===== src/rtl/lpd_pkg.sv =====
// Package for the length-prefix deframer: widths, reset constants and the
// result record passed between the parser and the output stage. No dependencies.
package lpd_pkg;

  localparam int DATA_W = 8;
  localparam int CFG_W  = 32;

  localparam logic [CFG_W-1:0] MAX_FRAME_RESET = 32'd1048576;

  // One result as it travels from the parser into the output buffer
  typedef struct packed {
    logic [DATA_W-1:0] payload_byte;
    logic              last_of_frame;
    logic              empty_frame;
    logic              stream_error;
  } lpd_result_t;

endpackage


===== src/rtl/lpd_stream_if.sv =====
// Byte stream channel of the deframer: valid/ready plus one received byte.
// Depends on lpd_pkg for the data width.
interface lpd_stream_if import lpd_pkg::*; ();
  logic              valid;
  logic              ready;
  logic [DATA_W-1:0] data_byte;

  modport source (output valid, output data_byte, input ready);
  modport sink   (input valid, input data_byte, output ready);
endinterface


===== src/rtl/lpd_result_if.sv =====
// Result channel of the deframer: valid/ready plus the per-result fields.
// Depends on lpd_pkg for the data width.
interface lpd_result_if import lpd_pkg::*; ();
  logic              valid;
  logic              ready;
  logic [DATA_W-1:0] payload_byte;
  logic              last_of_frame;
  logic              empty_frame;
  logic              stream_error;

  modport source (output valid, output payload_byte, output last_of_frame,
                  output empty_frame, output stream_error, input ready);
  modport sink   (input valid, input payload_byte, input last_of_frame,
                  input empty_frame, input stream_error, output ready);
endinterface


===== src/rtl/lpd_cfg_if.sv =====
// Configuration write channel: valid/ready plus the maximum frame length.
// Depends on lpd_pkg for the register width.
interface lpd_cfg_if import lpd_pkg::*; ();
  logic             valid;
  logic             ready;
  logic [CFG_W-1:0] data;

  modport source (output valid, output data, input ready);
  modport sink   (input valid, input data, output ready);
endinterface


===== src/rtl/lpd_parser.sv =====
// Frame parser: gathers the length prefix, checks it, counts the payload and
// forms one result per transaction where one is due. Depends on lpd_pkg and the
// stream and configuration interfaces.
module lpd_parser import lpd_pkg::*; #(
  parameter int PREFIX_BYTES = 4
) (
  input  logic         clk,
  input  logic         rst,
  lpd_stream_if.sink   stream,
  lpd_cfg_if.sink      cfg,
  input  logic         can_accept,
  output logic         push_valid,
  output lpd_result_t  push_res
);

  localparam int LEN_W = 8 * PREFIX_BYTES;
  localparam int CNT_W = (PREFIX_BYTES > 1) ? $clog2(PREFIX_BYTES) : 1;
  localparam logic [CNT_W-1:0] LAST_CNT = CNT_W'(PREFIX_BYTES - 1);

  logic [CFG_W-1:0] max_frame_bytes;
  logic             in_body, in_body_next;
  logic [CNT_W-1:0] prefix_count, prefix_count_next;
  logic [LEN_W-1:0] bytes_remaining, bytes_remaining_next;
  logic             error_latched, error_latched_next;
  logic [LEN_W-1:0] frame_len;
  logic [LEN_W-1:0] remaining_dec;
  logic             accept;

  // Accept whenever the output buffer has room; configuration is always taken
  assign stream.ready = can_accept;
  assign cfg.ready    = 1'b1;
  assign accept       = stream.valid && can_accept;

  // Hold the configured limit
  always_ff @(posedge clk) begin
    if (rst) begin
      max_frame_bytes <= MAX_FRAME_RESET;
    end else if (cfg.valid) begin
      max_frame_bytes <= cfg.data;
    end
  end

  // Gather the leading prefix bytes; the final byte completes the length directly
  generate
    if (PREFIX_BYTES > 1) begin : g_gather
      localparam int GATHER_W = 8 * (PREFIX_BYTES - 1);
      logic [GATHER_W-1:0] length_gather;

      always_ff @(posedge clk) begin
        if (accept && !error_latched && !in_body && prefix_count != LAST_CNT) begin
          length_gather[{prefix_count, 3'b000} +: 8] <= stream.data_byte;
        end
      end

      assign frame_len = {stream.data_byte, length_gather};
    end else begin : g_single
      assign frame_len = stream.data_byte;
    end
  endgenerate

  assign remaining_dec = bytes_remaining - LEN_W'(1);

  // Next state and result for the current transaction
  always_comb begin
    in_body_next         = in_body;
    prefix_count_next    = prefix_count;
    bytes_remaining_next = bytes_remaining;
    error_latched_next   = error_latched;
    push_valid           = 1'b0;
    push_res             = '0;

    if (accept && !error_latched) begin
      if (in_body) begin
        // Forward a payload byte and close the frame on its last one
        bytes_remaining_next  = remaining_dec;
        push_valid            = 1'b1;
        push_res.payload_byte = stream.data_byte;
        if (remaining_dec == '0) begin
          in_body_next           = 1'b0;
          push_res.last_of_frame = 1'b1;
        end
      end else if (prefix_count != LAST_CNT) begin
        prefix_count_next = prefix_count + CNT_W'(1);
      end else begin
        // Prefix complete: check it against the limit
        prefix_count_next = '0;
        if (CFG_W'(frame_len) > max_frame_bytes) begin
          error_latched_next    = 1'b1;
          push_valid            = 1'b1;
          push_res.stream_error = 1'b1;
        end else if (frame_len == '0) begin
          push_valid             = 1'b1;
          push_res.last_of_frame = 1'b1;
          push_res.empty_frame   = 1'b1;
        end else begin
          in_body_next         = 1'b1;
          bytes_remaining_next = frame_len;
        end
      end
    end
  end

  // Advance the parser state
  always_ff @(posedge clk) begin
    if (rst) begin
      in_body         <= 1'b0;
      prefix_count    <= '0;
      bytes_remaining <= '0;
      error_latched   <= 1'b0;
    end else begin
      in_body         <= in_body_next;
      prefix_count    <= prefix_count_next;
      bytes_remaining <= bytes_remaining_next;
      error_latched   <= error_latched_next;
    end
  end

  // Error is sticky until reset
  a_error_sticky: assert property (@(posedge clk) disable iff (rst)
    error_latched |=> error_latched)
    else $error("stream error cleared without reset");

  // A frame body always has bytes left to send
  a_body_nonzero: assert property (@(posedge clk) disable iff (rst)
    in_body |-> bytes_remaining != '0)
    else $error("in frame body with no bytes remaining");

  // The error can only be raised from prefix parsing, so the body is never open
  a_error_no_body: assert property (@(posedge clk) disable iff (rst)
    error_latched |-> !in_body)
    else $error("frame body open after stream error");

  // Prefix counter stays within the prefix length
  a_count_range: assert property (@(posedge clk) disable iff (rst)
    prefix_count <= LAST_CNT)
    else $error("prefix counter out of range");

endmodule


===== src/rtl/lpd_out_stage.sv =====
// Output buffer: a result register backed by a skid register, so the parser
// keeps taking bytes while a result waits. Depends on lpd_pkg and lpd_result_if.
module lpd_out_stage import lpd_pkg::*; (
  input  logic          clk,
  input  logic          rst,
  input  logic          push_valid,
  input  lpd_result_t   push_res,
  output logic          can_accept,
  lpd_result_if.source  result
);

  logic        main_valid;
  logic        skid_valid;
  lpd_result_t main_res;
  lpd_result_t skid_res;
  logic        pop;

  assign pop        = main_valid && result.ready;
  assign can_accept = !skid_valid;

  // Control: refill from skid first, else take the new result
  always_ff @(posedge clk) begin
    if (rst) begin
      main_valid <= 1'b0;
      skid_valid <= 1'b0;
    end else if (skid_valid) begin
      if (pop) begin
        skid_valid <= 1'b0;
      end
    end else if (push_valid) begin
      if (main_valid && !pop) begin
        skid_valid <= 1'b1;
      end else begin
        main_valid <= 1'b1;
      end
    end else if (pop) begin
      main_valid <= 1'b0;
    end
  end

  // Payload registers
  always_ff @(posedge clk) begin
    if (skid_valid) begin
      if (pop) begin
        main_res <= skid_res;
      end
    end else if (push_valid) begin
      if (main_valid && !pop) begin
        skid_res <= push_res;
      end else begin
        main_res <= push_res;
      end
    end
  end

  assign result.valid         = main_valid;
  assign result.payload_byte  = main_res.payload_byte;
  assign result.last_of_frame = main_res.last_of_frame;
  assign result.empty_frame   = main_res.empty_frame;
  assign result.stream_error  = main_res.stream_error;

  // The skid register only fills behind a full result register
  a_skid_behind_main: assert property (@(posedge clk) disable iff (rst)
    skid_valid |-> main_valid)
    else $error("skid register holds a result ahead of the output");

  // No result is pushed while the buffer is full
  a_no_overflow: assert property (@(posedge clk) disable iff (rst)
    push_valid |-> !skid_valid)
    else $error("result pushed into full output buffer");

  // A waiting skid entry moves forward when the output is taken
  a_skid_drains: assert property (@(posedge clk) disable iff (rst)
    skid_valid && result.ready |=> main_valid && !skid_valid)
    else $error("skid entry not moved forward");

endmodule


===== src/rtl/length_prefix_deframer.sv =====
// Length-prefix deframer, top level: a byte parser and a two-entry output
// buffer. Depends on lpd_pkg, the three channel interfaces and the two submodules.
//
// Takes a framed byte stream at one byte per clock cycle while the output
// buffer has room: each frame is a PREFIX_BYTES-byte little-endian length
// (first byte least significant) followed by that many payload bytes. Every
// payload byte gives one result, the final one marked last_of_frame; a zero
// length gives a single result marked empty and last on the final prefix
// byte. A length above max_frame_bytes gives one result with stream_error
// set, after which all input is accepted and dropped until reset. Results
// are registered in the output buffer. The per-byte work is one length
// compare and a counter decrement; the stream keeps moving at one byte per
// cycle while the result consumer accepts one result per cycle, and the
// two-entry output buffer takes one more result after the consumer stalls
// before the stream is held. Configuration writes are always accepted; a new
// limit applies to the next completed prefix.
module length_prefix_deframer import lpd_pkg::*; #(
  parameter int PREFIX_BYTES = 4
) (
  input  logic         clk,
  input  logic         rst,
  lpd_stream_if.sink   stream,
  lpd_cfg_if.sink      cfg,
  lpd_result_if.source result
);

  logic        can_accept;
  logic        push_valid;
  lpd_result_t push_res;

  lpd_parser #(
    .PREFIX_BYTES (PREFIX_BYTES)
  ) u_parser (
    .clk        (clk),
    .rst        (rst),
    .stream     (stream),
    .cfg        (cfg),
    .can_accept (can_accept),
    .push_valid (push_valid),
    .push_res   (push_res)
  );

  lpd_out_stage u_out_stage (
    .clk        (clk),
    .rst        (rst),
    .push_valid (push_valid),
    .push_res   (push_res),
    .can_accept (can_accept),
    .result     (result)
  );

endmodule

===== src/flat_wrapper.sv =====
// flat-port wrapper written by rule: the top's interface ports become plain ports
module length_prefix_deframer_flat import lpd_pkg::*;
#(
  parameter int PREFIX_BYTES = 4
)
  (clk, rst, stream_valid, stream_data_byte, stream_ready, cfg_valid, cfg_data, cfg_ready, result_valid, result_payload_byte, result_last_of_frame, result_empty_frame, result_stream_error, result_ready);
  lpd_stream_if stream_i ();
  lpd_cfg_if cfg_i ();
  lpd_result_if result_i ();
  input  logic clk;
  input  logic rst;
  input wire logic [$bits(stream_i.valid)-1:0] stream_valid;
  input wire logic [$bits(stream_i.data_byte)-1:0] stream_data_byte;
  output wire logic [$bits(stream_i.ready)-1:0] stream_ready;
  input wire logic [$bits(cfg_i.valid)-1:0] cfg_valid;
  input wire logic [$bits(cfg_i.data)-1:0] cfg_data;
  output wire logic [$bits(cfg_i.ready)-1:0] cfg_ready;
  output wire logic [$bits(result_i.valid)-1:0] result_valid;
  output wire logic [$bits(result_i.payload_byte)-1:0] result_payload_byte;
  output wire logic [$bits(result_i.last_of_frame)-1:0] result_last_of_frame;
  output wire logic [$bits(result_i.empty_frame)-1:0] result_empty_frame;
  output wire logic [$bits(result_i.stream_error)-1:0] result_stream_error;
  input wire logic [$bits(result_i.ready)-1:0] result_ready;
  assign stream_i.valid = stream_valid;
  assign stream_i.data_byte = stream_data_byte;
  assign stream_ready = stream_i.ready;
  assign cfg_i.valid = cfg_valid;
  assign cfg_i.data = cfg_data;
  assign cfg_ready = cfg_i.ready;
  assign result_valid = result_i.valid;
  assign result_payload_byte = result_i.payload_byte;
  assign result_last_of_frame = result_i.last_of_frame;
  assign result_empty_frame = result_i.empty_frame;
  assign result_stream_error = result_i.stream_error;
  assign result_i.ready = result_ready;
  length_prefix_deframer #(.PREFIX_BYTES(PREFIX_BYTES)) u_core (.clk(clk), .rst(rst), .stream(stream_i), .cfg(cfg_i), .result(result_i));
endmodule

===== config.mk =====
export PLATFORM = sky130hd
export DESIGN_NAME = length_prefix_deframer_flat
export DESIGN_NICKNAME = d
export VERILOG_FILES = /design/src/rtl/lpd_pkg.sv /design/src/rtl/lpd_stream_if.sv /design/src/rtl/lpd_result_if.sv /design/src/rtl/lpd_cfg_if.sv /design/src/rtl/lpd_parser.sv /design/src/rtl/lpd_out_stage.sv /design/src/rtl/length_prefix_deframer.sv /design/src/flat_wrapper.sv
export SDC_FILE = /design/constraint.sdc
export NUM_CORES = 1
export LEC_CHECK = 0
export BUFFER_PORTS_ARGS = -buffer_cell sky130_fd_sc_hd__buf_2
export CELL_PAD_IN_SITES_DETAIL_PLACEMENT = 1
export CELL_PAD_IN_SITES_GLOBAL_PLACEMENT = 2
export CORE_AREA = 2 2 174 176
export DETAILED_ROUTE_END_ITERATION = 12
export DIE_AREA = 0 0 176 178
export PLACE_DENSITY_LB_ADDON = 0.3
export SYNTH_ARGS = -nofsm -noshare
export SYNTH_HDL_FRONTEND = slang
export SYNTH_HIERARCHICAL = 1
export SYNTH_SLANG_ARGS = --single-unit
export TNS_END_PERCENT = 10

===== constraint.sdc =====
create_clock -name clk -period 4.1 [get_ports clk]
set_input_delay 0 -clock clk [delete_from_list [all_inputs] [get_ports clk]]
set_output_delay 0 -clock clk [all_outputs]
set_load 0.1 [all_outputs]

==> results.ini <==
[die]
die_y_um = 178
die_w_um = 176
num_io_pins = 59
start_util_pct = 22.8
num_rows = 63
die_area_mm2 = 0.0313
fp.coreArea_mm2 = 0.0294

[layout]
drive_gt1_share_pct = 17.3
n_antenna_cell = 0
nFillCells = 3456
nets = 894
final_cell_count_no_fill = 1213
final_area_mm2 = 0.00839
layout-area-overhead-vs-synth_pct = 25.0

[clocking]
cts.root.buffer_cell = clkbuf_16
clk_latency_ns = 0.42
cts.sinks = 116
cts_made_buffers = 17
postCtsSetupBuffers = 0
cts.htree.levels = 4
cts_tree = built
clock_path_buffers = 2
clk_pin_slew_ns = 0.06

[logic_synthesis]
syn_area_per_cell_um2 = 9.31
ys_ff_latch = 116
syn_inst = 721
synth.top_cells.by_area = dfxtp_1 (21%), edfxtp_1 (21%), ha_1 (7.3%)
synth_top_cell_area_share_pct = 20.9
yosys_warnings = 6
synth_edf_count = 46
synthMostInstantiatedCell = nor2_1
synth_top_area_cell = dfxtp_1
synth_common_cells = nor2_1 (71), dfxtp_1 (70), nand2_1 (60)
ys_seq_area_share_pct = 41.4
yosysUniqueCellTypes = 71
synthesis.nets = 805
syn_area_mm2 = 0.00672
async_flop_share_pct = 0
ys.flop_type = dfxtp_1

[setup_path]
slowest_delay_ns = 0.68
worstPathCellList = ha_1, nand4_1, a2111oi_0, buf_4, o311ai_2, nand2_1, nor2_1, o21ai_0, and4_1
crit_slowest_cell = a2111oi_0
r2r_start = u_core/u_parser/g_gather.length_gather[13]
reg2regPathDepth = 9
regToRegSetupSlack_ns = 0.44
cp_data_required_time_ns = 4.15
critPathTopFamily = compound AO/OA/AOI/OAI gates
end_kind = flop
critical_path_arrival_ns = 3.71
rr_endpoint = u_core/u_out_stage/skid_res[2]
critPathBufInv = 1
crit_type = flop to flop
critPathLaunchType = flop
crit_fanout = 11

[sta]
drv_slew = 0
finalCritPeriodShare_pct = 89.2
slew_headroom_pct = 34.4
max_freq_ghz = 0.273
post-route-min-period_ns = 3.66
finalWorstSetupSlack_ns = 0.443
rsz0062_at_grt = false
fin_skew_ns = 0.0152
hold_viol = 0
setup_viol = 0
tns_ns = 0
max_slew.worst_pin.slew_ns = 0.983

[route]
drt_iter0_drc = 205
routed_via_density = 4.69
wl_per_cell_um = 18.0
drc = 0
wl_um = 21900
first_pass_iters = 4
vias = 5692
ant_nets = 0

[place]
placed_area_mm2 = 0.00746
port_buffers = 57
gp_congestion = 0.761
dp_cells = 1148
place_hpwl_um = 15900
post-place-ws_ns = 0.176

[status]
status = finished, final reports clean

[global_routing]
grt_pass1_vias = 5947
grt_pass1_wl_um = 34900
grtUsageTotal_pct = 14.7
grt_max_degree = 63
overflow = 0
antenna_found_initial = 1

[run]
drv_cap = 0

[power]
p_leak_nw = 3.24
ir_worst_vdd_mv = 0.262
powerDensity_mw_per_mm2 = 379

[hold_path]
hold_start = stream_data_byte[4]
whs_path_depth = 2
holdPathEnd = u_core/u_parser/g_gather.length_gather[4]
hold_class = input port to flop

==> per-layer routing <==
metal  global-route usage, %  vias up  wire length [µm]
li1                        -     2810                 -
met3                    2.37       16               843
met1                    19.6     2777             10600
met2                    24.4       89             10100
met5                       0        -                 0
met4                    5.06        0               377
==> worst max path at each step <==
stage	cells past startpoint	endpoint	slack, ns	from
CTS	9	u_core/u_out_stage/skid_res[2]	0.26	u_core/u_parser/g_gather.length_gather[14]
detailed placement	9	u_core/u_out_stage/skid_res[5]	0.18	u_core/u_parser/g_gather.length_gather[13]
global route	9	u_core/u_out_stage/skid_res[2]	0.02	u_core/u_parser/g_gather.length_gather[13]
floorplan	9	u_core/u_out_stage/result.empty_frame	1.0	u_core/u_parser/g_gather.length_gather[14]
finish	9	u_core/u_out_stage/skid_res[2]	0.44	u_core/u_parser/g_gather.length_gather[13]
global placement	9	u_core/u_out_stage/skid_res[7]	0.22	u_core/u_parser/g_gather.length_gather[12]
==> placed cells by master, fill, tap and decap left out, types with 4 or more instances in the layout <==
master          n
nand2_1        60
nand4_1        18
dfxtp_1        69
dlygate4sd3_1  33
o21ai_0        20
o22ai_1         6
and2_1         29
a32oi_1         7
o311a_1         4
mux2i_1        36
and3_1          8
a211oi_1        7
xor2_1          4
o31ai_1         4
nand4b_1        4
a21oi_1        40
buf_2          57
o211ai_1        5
clkbuf_16      17
a21o_1          4
nor3b_1         4
nand3_1        18
nor2_1         71
mux2_2          7
or4b_1          4
mux2_4          7
inv_1          48
a31oi_1        14
nor3_1         14
nor4_1         16
o21a_1          4
ha_1           39
a22oi_1         4
buf_4          22
xnor2_1         4
nor2b_1         4
edfxtp_1       46
==> timing repair <==
action	CTS	global route
endpoints found under the hold margin	34	0
resized for setup	0	0
hold buffers	33	0
==> cell type report <==
cell class,instances,area (µm²),share of cell area [%]
clock buffer,19,443,5.28
clock inverter,13,158,1.88
inverter,48,180,2.15
multi-input combinational,514,3540,42.2
sequential,116,2780,33.2
tap,390,488,5.81
timing repair buffer,113,801,9.54
==> flip-flops by register name (all words and copies together) (netlist names) <==
register                                 cells
u_core/u_out_stage/skid_valid                1
u_core/u_parser/g_gather.length_gather      24
u_core/u_out_stage/result.payload_byte       8
u_core/u_out_stage/result.valid              1
u_core/u_parser/in_body                      1
u_core/u_parser/prefix_count                 2
u_core/u_out_stage/result.stream_error       1
u_core/u_parser/max_frame_bytes             32
u_core/u_parser/error_latched                1
u_core/u_out_stage/result.last_of_frame      1
u_core/u_parser/bytes_remaining             32
u_core/u_out_stage/skid_res                 11
u_core/u_out_stage/result.empty_frame        1
==> cell families after synthesis <==
family                     share of synthesized area (%)
adders and majority gates                           7.27
buffers and inverters                               5.87
other                                             0.0558
muxes                                               8.11
xor gates and xnor gates                            1.04
and+or+nand+nor                                     22.7
AOI/OAI and AO/OA                                   13.5
DFF                                                 41.4
==> through the flow <==
step                      util (%)  total power, W  hold slack [ns]
final                         28.5         0.00318           0.0845
after global routing          28.5         0.00333           0.0898
after CTS                     28.5         0.00323           0.0874
after detailed placement      25.4         0.00164            0.241
after global placement        25.4         0.00164            0.230
after floorplan                  -         0.00150           0.0785
==> report_power, final <==
group / internal (W) / leakage (nW) / switching, W
Combinational: 0.000151 / 1.99 / 0.000220
Sequential: 0.00124 / 0.966 / 0.0000292
Clock: 0.000970 / 0.287 / 0.000578
Total: 0.00236 / 3.24 / 0.000827
(Power assumes the default switching activity.)
